### src/hdl/d2i_pkg.sv
// ----------------------------------------------------------------------------
// d2i_pkg: shared types and constants for the double to int32 converter
// Holds the stage-to-stage record types and the rounding mode codes.
// ----------------------------------------------------------------------------
package d2i_pkg;

  localparam int unsigned ExpW  = 11;
  localparam int unsigned FracW = 52;
  localparam logic [ExpW-1:0] ExpBias = 11'd1023;
  localparam logic [ExpW-1:0] ExpMax  = 11'h7ff;

  // Configuration register indexes.
  localparam logic CfgMode = 1'b0;
  localparam logic CfgInv  = 1'b1;

  typedef enum logic [1:0] {
    RM_NEAREST = 2'd0,
    RM_ZERO    = 2'd1,
    RM_PINF    = 2'd2,
    RM_MINF    = 2'd3
  } rmode_e;

  // Stage 1 -> stage 2: unpacked operand and early classification.
  typedef struct packed {
    logic            neg;
    rmode_e          mode;
    logic            is_nan;
    logic            snan;
    logic            big;       // infinity, NaN or exponent above 31
    logic            below_one; // exponent below 1023 (includes zero/denormal)
    logic            half_cmp;  // below_one: value at or above one half
    logic            half_eq;   // below_one: exactly one half
    logic            val_nz;    // magnitude is not zero
    logic [5:0]      sh;        // right shift, valid when not below_one/big
    logic [FracW:0]  mant;
  } s1_t;

  // Stage 2 -> stage 3: integer part and rounding information.
  typedef struct packed {
    logic        neg;
    rmode_e      mode;
    logic        is_nan;
    logic        snan;
    logic        big;
    logic [32:0] ip;
    logic        inexact;
    logic [1:0]  cmp;       // 0 below, 1 equal, 2 above one half
  } s2_t;

  typedef struct packed {
    logic [63:0] result_bits;
    logic        write_result;
    logic        fraction_inexact;
    logic        fraction_rounded;
    logic        raise_signaling_nan;
    logic        raise_invalid_convert;
    logic        raise_inexact;
  } res_t;

  localparam logic [1:0] CmpLo = 2'd0;
  localparam logic [1:0] CmpEq = 2'd1;
  localparam logic [1:0] CmpHi = 2'd2;

endpackage

### src/hdl/d2i_shift.sv
// ----------------------------------------------------------------------------
// d2i_shift: alignment stage
// Shifts the mantissa right and classifies the remainder against one half.
// ----------------------------------------------------------------------------
module d2i_shift import d2i_pkg::*; (
  input  s1_t s1_i,
  output s2_t s2_o
);
  logic [FracW:0] rem_mask;
  logic [FracW:0] rem;
  logic [FracW:0] half;
  logic [FracW:0] ip_full;

  always_comb begin
    ip_full  = s1_i.mant >> s1_i.sh;
    rem_mask = ~({(FracW+1){1'b1}} << s1_i.sh);
    rem      = s1_i.mant & rem_mask;
    half     = {{FracW{1'b0}}, 1'b1} << (s1_i.sh - 6'd1);
    s2_o.neg    = s1_i.neg;
    s2_o.mode   = s1_i.mode;
    s2_o.is_nan = s1_i.is_nan;
    s2_o.snan   = s1_i.snan;
    s2_o.big    = s1_i.big;
    if (s1_i.below_one) begin
      // any nonzero magnitude below one leaves a fraction behind
      s2_o.ip      = '0;
      s2_o.inexact = s1_i.val_nz;
      s2_o.cmp     = !s1_i.half_cmp ? CmpLo : (s1_i.half_eq ? CmpEq : CmpHi);
    end else begin
      s2_o.ip      = ip_full[32:0];
      s2_o.inexact = rem != '0;
      s2_o.cmp     = (rem < half) ? CmpLo : ((rem == half) ? CmpEq : CmpHi);
    end
  end
endmodule

### src/hdl/d2i_round.sv
// ----------------------------------------------------------------------------
// d2i_round: rounding and result packing stage
// Saturates, rounds in the selected mode and builds the destination word.
// ----------------------------------------------------------------------------
module d2i_round import d2i_pkg::*; (
  input  s2_t  s2_i,
  input  logic invalid_enable_i,
  output res_t res_o
);
  logic        exc;
  logic        up;
  logic [31:0] mag;
  logic [31:0] value;
  logic        wr;

  always_comb begin
    exc   = 1'b0;
    up    = 1'b0;
    value = '0;
    mag   = '0;
    if (s2_i.is_nan) begin
      value = 32'h8000_0000;
      exc   = 1'b1;
    end else if (s2_i.big) begin
      value = s2_i.neg ? 32'h8000_0000 : 32'h7fff_ffff;
      exc   = 1'b1;
    end else if (!s2_i.neg && (s2_i.ip > 33'h07fff_ffff ||
                 (s2_i.ip == 33'h07fff_ffff && s2_i.inexact))) begin
      value = 32'h7fff_ffff;
      exc   = 1'b1;
    end else if (s2_i.neg && (s2_i.ip > 33'h08000_0000 ||
                 (s2_i.ip == 33'h08000_0000 && s2_i.inexact))) begin
      value = 32'h8000_0000;
      exc   = 1'b1;
    end else begin
      if (s2_i.inexact) begin
        case (s2_i.mode)
          RM_NEAREST: up = s2_i.cmp == CmpHi || (s2_i.cmp == CmpEq && s2_i.ip[0]);
          RM_PINF:    up = !s2_i.neg;
          RM_MINF:    up = s2_i.neg;
          default:    up = 1'b0;
        endcase
      end
      mag   = s2_i.ip[31:0] + {31'd0, up};
      value = s2_i.neg ? (32'd0 - mag) : mag;
    end
    wr = !exc || !invalid_enable_i;
    res_o.result_bits = '0;
    if (wr) begin
      res_o.result_bits = {32'hfff8_0000, value};
      res_o.result_bits[32] = (value == '0) && s2_i.neg;
    end
    res_o.write_result          = wr;
    res_o.fraction_inexact      = s2_i.inexact && !exc;
    res_o.fraction_rounded      = up && !exc;
    res_o.raise_signaling_nan   = s2_i.snan;
    res_o.raise_invalid_convert = exc;
    res_o.raise_inexact         = s2_i.inexact && !exc;
  end
endmodule

### src/hdl/double_to_int32_convert.sv
// ----------------------------------------------------------------------------
// double_to_int32_convert: IEEE binary64 to signed int32 conversion
// Three-stage pipeline: unpack, align, round and pack.
// ----------------------------------------------------------------------------
// Accepts one transaction per cycle when the output is not stalled and
// registers each one in stages 1, 2 and 3 in turn. Stage 1 unpacks the
// operand and classifies NaN, infinity and range; stage 2 aligns the
// mantissa with a barrel shift; stage 3 rounds, saturates and packs the
// destination word and the exception flags. Each stage holds its own valid
// bit; a stall on the output freezes only stages that are full, so bubbles
// collapse. Write configuration only while no transaction is in flight.
module double_to_int32_convert import d2i_pkg::*; (
  input  logic        clk_i,
  input  logic        rst_ni,
  input  logic        cfg_we_i,
  input  logic        cfg_index_i,
  input  logic [1:0]  cfg_data_i,
  input  logic        in_valid_i,
  output logic        in_stall_o,
  input  logic [63:0] operand_bits_i,
  input  logic        toward_zero_i,
  output logic        out_valid_o,
  input  logic        out_stall_i,
  output logic [63:0] result_bits_o,
  output logic        write_result_o,
  output logic        fraction_inexact_o,
  output logic        fraction_rounded_o,
  output logic        raise_signaling_nan_o,
  output logic        raise_invalid_convert_o,
  output logic        raise_inexact_o
);
  rmode_e mode_q;
  logic   inv_en_q;

  s1_t  s1_d, s1_q;
  s2_t  s2_d, s2_q;
  res_t res_d, res_q;
  logic v1_q, v2_q, v3_q;
  logic adv1, adv2, adv3;

  // Configuration writes.
  always_ff @(posedge clk_i or negedge rst_ni) begin
    if (!rst_ni) begin
      mode_q   <= RM_NEAREST;
      inv_en_q <= 1'b0;
    end else if (cfg_we_i) begin
      if (cfg_index_i == CfgMode) mode_q <= rmode_e'(cfg_data_i);
      if (cfg_index_i == CfgInv)  inv_en_q <= cfg_data_i[0];
    end
  end

  // Advance a stage when its successor is empty or moving.
  assign adv3 = !v3_q || !out_stall_i;
  assign adv2 = !v2_q || adv3;
  assign adv1 = !v1_q || adv2;
  assign in_stall_o = !adv1;

  // Stage 1: unpack and classify.
  logic [ExpW-1:0]  expo;
  logic [FracW-1:0] frac;
  logic [ExpW-1:0]  eoff;
  always_comb begin
    expo = operand_bits_i[62:52];
    frac = operand_bits_i[51:0];
    eoff = expo - ExpBias;
    s1_d.neg       = operand_bits_i[63];
    s1_d.mode      = toward_zero_i ? RM_ZERO : mode_q;
    s1_d.is_nan    = (expo == ExpMax) && (frac != '0);
    s1_d.snan      = s1_d.is_nan && !frac[51];
    s1_d.big       = (expo == ExpMax) || (expo >= ExpBias && eoff > 11'd31);
    s1_d.below_one = expo < ExpBias;
    s1_d.half_cmp  = expo == (ExpBias - 11'd1);
    s1_d.half_eq   = frac == '0;
    s1_d.val_nz    = (expo != '0) || (frac != '0);
    s1_d.sh        = 6'd52 - eoff[5:0];
    s1_d.mant      = {1'b1, frac};
  end

  d2i_shift u_shift (.s1_i(s1_q), .s2_o(s2_d));
  d2i_round u_round (.s2_i(s2_q), .invalid_enable_i(inv_en_q), .res_o(res_d));

  always_ff @(posedge clk_i or negedge rst_ni) begin
    if (!rst_ni) begin
      v1_q <= 1'b0;
      v2_q <= 1'b0;
      v3_q <= 1'b0;
    end else begin
      if (adv1) v1_q <= in_valid_i;
      if (adv2) v2_q <= v1_q;
      if (adv3) v3_q <= v2_q;
    end
  end

  // Payload registers: load only when the stage advances.
  always_ff @(posedge clk_i) begin
    if (adv1) s1_q  <= s1_d;
    if (adv2) s2_q  <= s2_d;
    if (adv3) res_q <= res_d;
  end

  assign out_valid_o             = v3_q;
  assign result_bits_o           = res_q.result_bits;
  assign write_result_o          = res_q.write_result;
  assign fraction_inexact_o      = res_q.fraction_inexact;
  assign fraction_rounded_o      = res_q.fraction_rounded;
  assign raise_signaling_nan_o   = res_q.raise_signaling_nan;
  assign raise_invalid_convert_o = res_q.raise_invalid_convert;
  assign raise_inexact_o         = res_q.raise_inexact;

  // A held result stays put while stalled.
  a_hold: assert property (@(posedge clk_i) disable iff (!rst_ni)
    out_valid_o && out_stall_i |=> out_valid_o && $stable(result_bits_o))
    else $error("stalled result changed");
  // Rounding up never happens on an exception.
  a_fr_exc: assert property (@(posedge clk_i) disable iff (!rst_ni)
    out_valid_o |-> !(fraction_rounded_o && raise_invalid_convert_o))
    else $error("FR with invalid");
  // Result word is suppressed only on an exception.
  a_wr: assert property (@(posedge clk_i) disable iff (!rst_ni)
    out_valid_o && !write_result_o |-> raise_invalid_convert_o)
    else $error("write dropped without exception");
endmodule
### config.mk
export PLATFORM = sky130hd
export DESIGN_NAME = double_to_int32_convert
export DESIGN_NICKNAME = d
export VERILOG_FILES = /design/src/hdl/d2i_pkg.sv /design/src/hdl/d2i_shift.sv /design/src/hdl/d2i_round.sv /design/src/hdl/double_to_int32_convert.sv
export SDC_FILE = /design/constraint.sdc
export NUM_CORES = 1
export LEC_CHECK = 0
export BUFFER_PORTS_ARGS = -buffer_cell sky130_fd_sc_hd__buf_2
export CORE_ASPECT_RATIO = 1.1
export CORE_MARGIN = 3
export CORE_UTILIZATION = 35
export CTS_CLUSTER_SIZE = 28
export DETAILED_ROUTE_END_ITERATION = 16
export GPL_ROUTABILITY_DRIVEN = 0
export PLACE_DENSITY = 0.54
export SLEW_MARGIN = 30
export SYNTH_ARGS = -nofsm -noshare
export SYNTH_HDL_FRONTEND = slang
export SYNTH_SLANG_ARGS = --single-unit
### constraint.sdc
create_clock -name clk_i -period 4.47 [get_ports clk_i]
set_input_delay 0.447 -clock clk_i [delete_from_list [all_inputs] [get_ports clk_i]]
set_output_delay 0.447 -clock clk_i [all_outputs]
set_load 0.01 [all_outputs]
* After elaboration in Yosys (flattened, before gate mapping)
Cells that the tools add are included.
Operators by class: bitwise gates (word level) 3, $add $sub $neg 5, order comparisons 6, shift-type cells 3, eq/ne operators 9, reduce and logical (&&, ||, !) cells 37, multiplexer cells 26
Operators with widths (number):
- 32-bit 2-to-1 mux | 6
- 64-bit 2-to-1 mux | 1
- 53-bit AND | 1
- 53-bit equality test | 1
- 53-bit < comparator | 1
- 53-bit inverter | 1
- 53-bit nonzero test | 1
- 1-bit by 6-bit << shifter with 53-bit output, first input constant | 1
- 53-bit by 6-bit << shifter with 53-bit output, first input constant | 1
- 53-bit by 6-bit >> shifter with 33-bit output | 1
- 52-bit logical NOT | 1
- 52-bit nonzero test | 1
- 33-bit by 31-bit equality test with 1-bit output, second input constant | 1
- 33-bit by 32-bit equality test with 1-bit output, second input constant | 1
- 33-bit by 31-bit greater-than comparator with 1-bit output, second input constant | 1
- 33-bit by 32-bit greater-than comparator with 1-bit output, second input constant | 1
- 32-bit by 1-bit adder with 32-bit output | 1
- 32-bit logical NOT | 1
- 1-bit by 32-bit subtractor with 32-bit output, first input constant | 1
- 1-bit 2-to-1 mux | 13
- 11-bit by 10-bit equality test with 1-bit output, second input constant | 1
- 11-bit equality test, second input constant | 1
- 11-bit by 10-bit greater-or-equal comparator with 1-bit output, second input constant | 1
- 11-bit by 5-bit greater-than comparator with 1-bit output, second input constant | 1
- other kinds (16) | 48
Storage, ports and cells: input bits 73, register bits 185, output and inout port bits 72

* Depth between registers and ports, before layout
depth in word-level cells 19, gate-level depth with buffers 21, mapped depth without buffers 16

* Modules after synthesis
A second synthesis with hierarchy kept.
Second synthesis, totals: cells, all modules 1453, area total of the unflattened synthesis 14621.5 um^2
By module, submodules not included:
- double_to_int32_convert | sequential area each 5555.3 um^2, instances 1, cells an instance 281, area an instance 6193.4 um^2
- d2i_shift | sequential area each 0.0 um^2, instances 1, cells an instance 768, area an instance 5790.6 um^2
- d2i_round | sequential area each 0.0 um^2, instances 1, cells an instance 404, area an instance 2637.5 um^2

* Worst setup path after synthesis
Ideal clock, no wire load.
path type reg2reg, from register s1_q[53] in the netlist's numbering, to register s2_q[1] in the netlist's numbering, data pin, data required time 4.294 ns, cell stages (with the launch flop) 20, library setup time 0.176 ns, arrival 4.709 ns, clock period less this slack 4.885 ns, slack -0.415 ns, path buffers 6, cells stage by stage edfxtp_1 > buf_2 > buf_1 > clkbuf_1 > or2_2 > clkbuf_1 > clkinv_1 > ha_1 > clkbuf_1 > clkbuf_1 > nand3_1 > ha_1 > nand4_1 > nor3_1 > nand3_1 > or3_1 > a21oi_1 > nor3_1 > and3_1 > o32ai_1
RTL lines:
- start: declaration | RTL line double_to_int32_convert.sv:35 | s1_t s1_d, s1_q;
- start signal: assignment | RTL line double_to_int32_convert.sv:96 | if (adv1) s1_q <= s1_d;
- end signal: assignment | RTL line double_to_int32_convert.sv:97 | if (adv2) s2_q <= s2_d;
- end: declaration | RTL line double_to_int32_convert.sv:36 | s2_t s2_d, s2_q;

==> flow_summary.toml <==
[detailed_routing]
dr_wl_met3_microns = 2080
dr.first_iter.drc_count = 1256
drt.antenna.violating_nets = 0
via_count = 11622
routedLengthMet1_microns = 16700
wl_met2_microns = 20500
routed_wire_length_per_instance_microns = 19.6
number_of_search_and_repair_iterations_in_the_first_detailed_routing_pass = 6
route.final.wire_length_microns = 40600
detail_route.drc_violations = 0
routed_via_density = 5.61
route.top_layer_used = "met4"

[sta]
post-route-min-period_ns = 4.22
clock_skew_ns = 0.0142
final-hold-violation-count = 0
finalMaxSlewViolations = 0
worstMarginPinSlew_ns = 0.894
worst_slack_ns = 0.247
fmaxAchievable_mhz = 237
period_share_pct = 94.5
timing.max_slew.rel_slack_pct = 40.4
final-setup-viol-count = 0

[global_route]
number_of_antenna_violations_at_the_first_check_in_global_routing = 0
grt_first_pass_wirelength_microns = 61800
global_route.usage.total_pct = 19.8
grt_pass1_vias = 10870
grt_start_max_net_pins = 69
grt_overflow_total = 0

[final_layout]
finalCoreUtilization_pct = 40.1
num-fill-cells = 3781
area_delta_synth_final_pct = 12.9
post_route_cells_drive_above_1_share_pct = 18.5
register_area_sq_mm = 0.00459
multi_input_comb_area_sq_mm = 0.00804
finish.net_count = 1701
most_frequent_cells_in_the_layout = "sky130_fd_sc_hd__nand2_1, sky130_fd_sc_hd__edfxtp_1, sky130_fd_sc_hd__nor2_1, sky130_fd_sc_hd__buf_2, sky130_fd_sc_hd__a21oi_1"
antennaDiodeCount = 0
mostFrequentLayoutCell = "sky130_fd_sc_hd__nand2_1"

[floorplan]
rows = 74
top_level_ports = 145
core_area_sq_mm = 0.0372
die_y_microns = 210
dieWidth_microns = 191
initial_utilization_pct = 35.6
floorplan_die_area_sq_mm = 0.0402

[yosys]
synth_seq_cells = 154
ys_seq_area_share_pct = 34.7
post_synth_num_cell_types = 78
synth_enable_flop_cells = 148
postSynth.topFlopCell = "sky130_fd_sc_hd__edfxtp_1"
postSynthCellCount = 1486
synthesis.yosys.warnings = 0
postSynth.asyncResetShare_pct = 3.90
synth.cell_area_sq_mm = 0.0132
postSynthAreaPerCell_sq_um = 8.91

[pwr]
sequential_group_share_of_total_power_pct = 34.9
maximum_resistive_drop_on_vdd_mv = 0.315
sw_frac_of_total_pct = 38.4
power.total_mw = 6.04
internal_power_mw = 3.72
clockPowerShare_pct = 25.0
power_leakage_nw = 5.90
switchingPower_mw = 2.32
power.density_cell_area_mw_per_mm2 = 404
combinational_power_share_pct = 40.1

[outcome]
run_status = "complete, no violations"

[hold_path]
cell_count_of_the_worst_hold_path = 1
worstHoldStart = "operand_bits_i[30]"
hold-path-endpoint = "s1_q[30]"
min-delay-path-class = "in2reg"

[setup_path]
crit_required_ns = 4.72
worstSetupEndpointType = "flop"
worst_setup_path_start_kind = "flop"
reg2reg_slack_ns = 0.25
crit_fanout = 26
reg2reg_from = "s1_q[54]"
worst-endpoint-arrival_ns = 4.48
r2r_end = "s2_q[1]"
r2r_cells = 15
setup.worst_path.class = "reg2reg"

[clock_tree]
post_cts_setup_bufs = 0
insertion_delay_ns = 0.44
ctsLongestPathBuffers = 2
clk_transition_reported_paths_ns = 0.07
cts_tree = "done"
cts_inserted_buffers = 17
clock_tree_root_buffer_cell = "sky130_fd_sc_hd__clkbuf_16"
clock_sink_count = 154
ctsHtreeMaxLevel = 4

[place]
dp_hpwl_microns = 32000
placement.setup.worst_slack_ns = 0.144
io_buffer_count = 126

[flow_run]
drv.max_cap_violation_count = 0
## sequential cells by signal, indices dropped and copies added, names as in the netlist
register	cells
v1_q	1
v2_q	1
s2_q	42
mode_q	2
out_valid_o	1
inv_en_q	1
raise_signaling_nan_o	1
result_bits_o	34
raise_inexact_o	1
fraction_rounded_o	1
raise_invalid_convert_o	1
s1_q	68
## critical path, cell delays in order, from the launching register on
cell	delay (ns)
sky130_fd_sc_hd__edfxtp_1	0.40
sky130_fd_sc_hd__buf_4	0.25
sky130_fd_sc_hd__or3_1	0.44
sky130_fd_sc_hd__o22ai_1	0.33
sky130_fd_sc_hd__and2_1	0.26
sky130_fd_sc_hd__nor2b_2	0.24
sky130_fd_sc_hd__nand2_1	0.08
sky130_fd_sc_hd__ha_1	0.33
sky130_fd_sc_hd__nand4_1	0.10
sky130_fd_sc_hd__nor2_1	0.24
sky130_fd_sc_hd__nand3_1	0.13
sky130_fd_sc_hd__or3_1	0.47
sky130_fd_sc_hd__a21oi_1	0.21
sky130_fd_sc_hd__nor3_1	0.08
sky130_fd_sc_hd__and3_1	0.21
sky130_fd_sc_hd__o32ai_1	0.27
## stage by stage
stage	TNS (ns)	hold slack [ns]	instance area (sq um)	std cells
3_3_place_gp	0	0.276	14300	2040
4_1_cts	0	0.167	14900	2073
2_1_floorplan	-0.0339	0.151	13300	1503
5_1_grt	-0.00477	0.177	14900	2073
3_5_place_dp	0	0.282	14300	2040
6_report	0	0.196	14900	2073
## power groups by stage
stage               clock, mW  sequential, mW  combinational, mW
finish                   1.51            2.11               2.42
global route             1.62            2.13               2.67
CTS                      1.56            2.11               2.40
detailed placement          0            2.14               2.39
global placement            0            2.13               2.37
floorplan                   0            2.05               1.75
## synth_stat cells (13+ instances only)
cell	number	share of area (%)
sky130_fd_sc_hd__nand2_1	233	6.6
sky130_fd_sc_hd__edfxtp_1	148	34
sky130_fd_sc_hd__nor2_1	143	4.1
sky130_fd_sc_hd__a21oi_1	95	3.6
sky130_fd_sc_hd__o21ai_0	66	2.5
sky130_fd_sc_hd__clkbuf_1	65	1.8
sky130_fd_sc_hd__ha_1	62	5.9
sky130_fd_sc_hd__mux2i_1	53	4.0
sky130_fd_sc_hd__nand3_1	50	1.9
sky130_fd_sc_hd__xnor2_1	47	3.1
sky130_fd_sc_hd__mux4_2	39	6.6
sky130_fd_sc_hd__nor4_1	36	1.7
sky130_fd_sc_hd__buf_4	33	1.9
sky130_fd_sc_hd__nand4_1	32	1.5
sky130_fd_sc_hd__nor3_1	29	1.1
sky130_fd_sc_hd__buf_1	22	0.62
sky130_fd_sc_hd__inv_1	22	0.62
sky130_fd_sc_hd__a21o_1	21	1.2
sky130_fd_sc_hd__and2_1	20	0.94
sky130_fd_sc_hd__xor2_1	20	1.3
sky130_fd_sc_hd__and3_1	19	0.90
sky130_fd_sc_hd__nor2b_1	19	0.90
sky130_fd_sc_hd__a21boi_0	17	0.96
sky130_fd_sc_hd__a211oi_1	13	0.74
sky130_fd_sc_hd__a31oi_1	13	0.61
sky130_fd_sc_hd__or2_2	13	0.61
## metal layers
| layer | vias to the layer above | track usage, % |
|---|---|---|
| met5 | - | 0 |
| met4 | 0 | 7.21 |
| met3 | 92 | 2.76 |
| met2 | 455 | 34.8 |
| met1 | 5489 | 24.8 |
| li1 | 5586 | - |
## timing repair
action                                 CTS  global route
gates resized for setup                  0             7
hold buffers                             1             0
setup endpoints to repair                0             6
endpoints found under the hold margin    6             0
## worst max-delay path by stage
stage	start	end	slack, ns	cells after the start
global route	s2_q[40]	result_bits_o[31]	-0.005	14
global placement	s2_q[40]	result_bits_o[31]	0.20	14
finish	s1_q[54]	s2_q[1]	0.25	15
detailed placement	s2_q[40]	result_bits_o[31]	0.14	14
floorplan	s1_q[53]	s2_q[1]	-0.03	19
CTS	s1_q[54]	s2_q[0]	0.12	14
## area by class of cell
class / instances / area share (%)
tap: 494 / 4.14
clock inverter: 14 / 1.22
inverter: 26 / 0.653
sequential: 154 / 30.7
timing repair buffer: 173 / 6.60
multi-input combinational: 1194 / 53.8
clock buffer: 18 / 2.87
## logic make-up (layout without fill, tap and decap cells)
family          Yosys count  after routing  synth area share, %
buf+inv                 155            231                 5.41
xor+xnor                 67             67                 4.43
mux                     103            103                 11.6
compound gates          305            305                 14.8
fa+ha+maj                62             62                 5.86
flops                   154            154                 34.7
other cells               1             18               0.0283
simple gates            639            639                 23.2
Note: power is estimated with default switching activity, not from simulation.
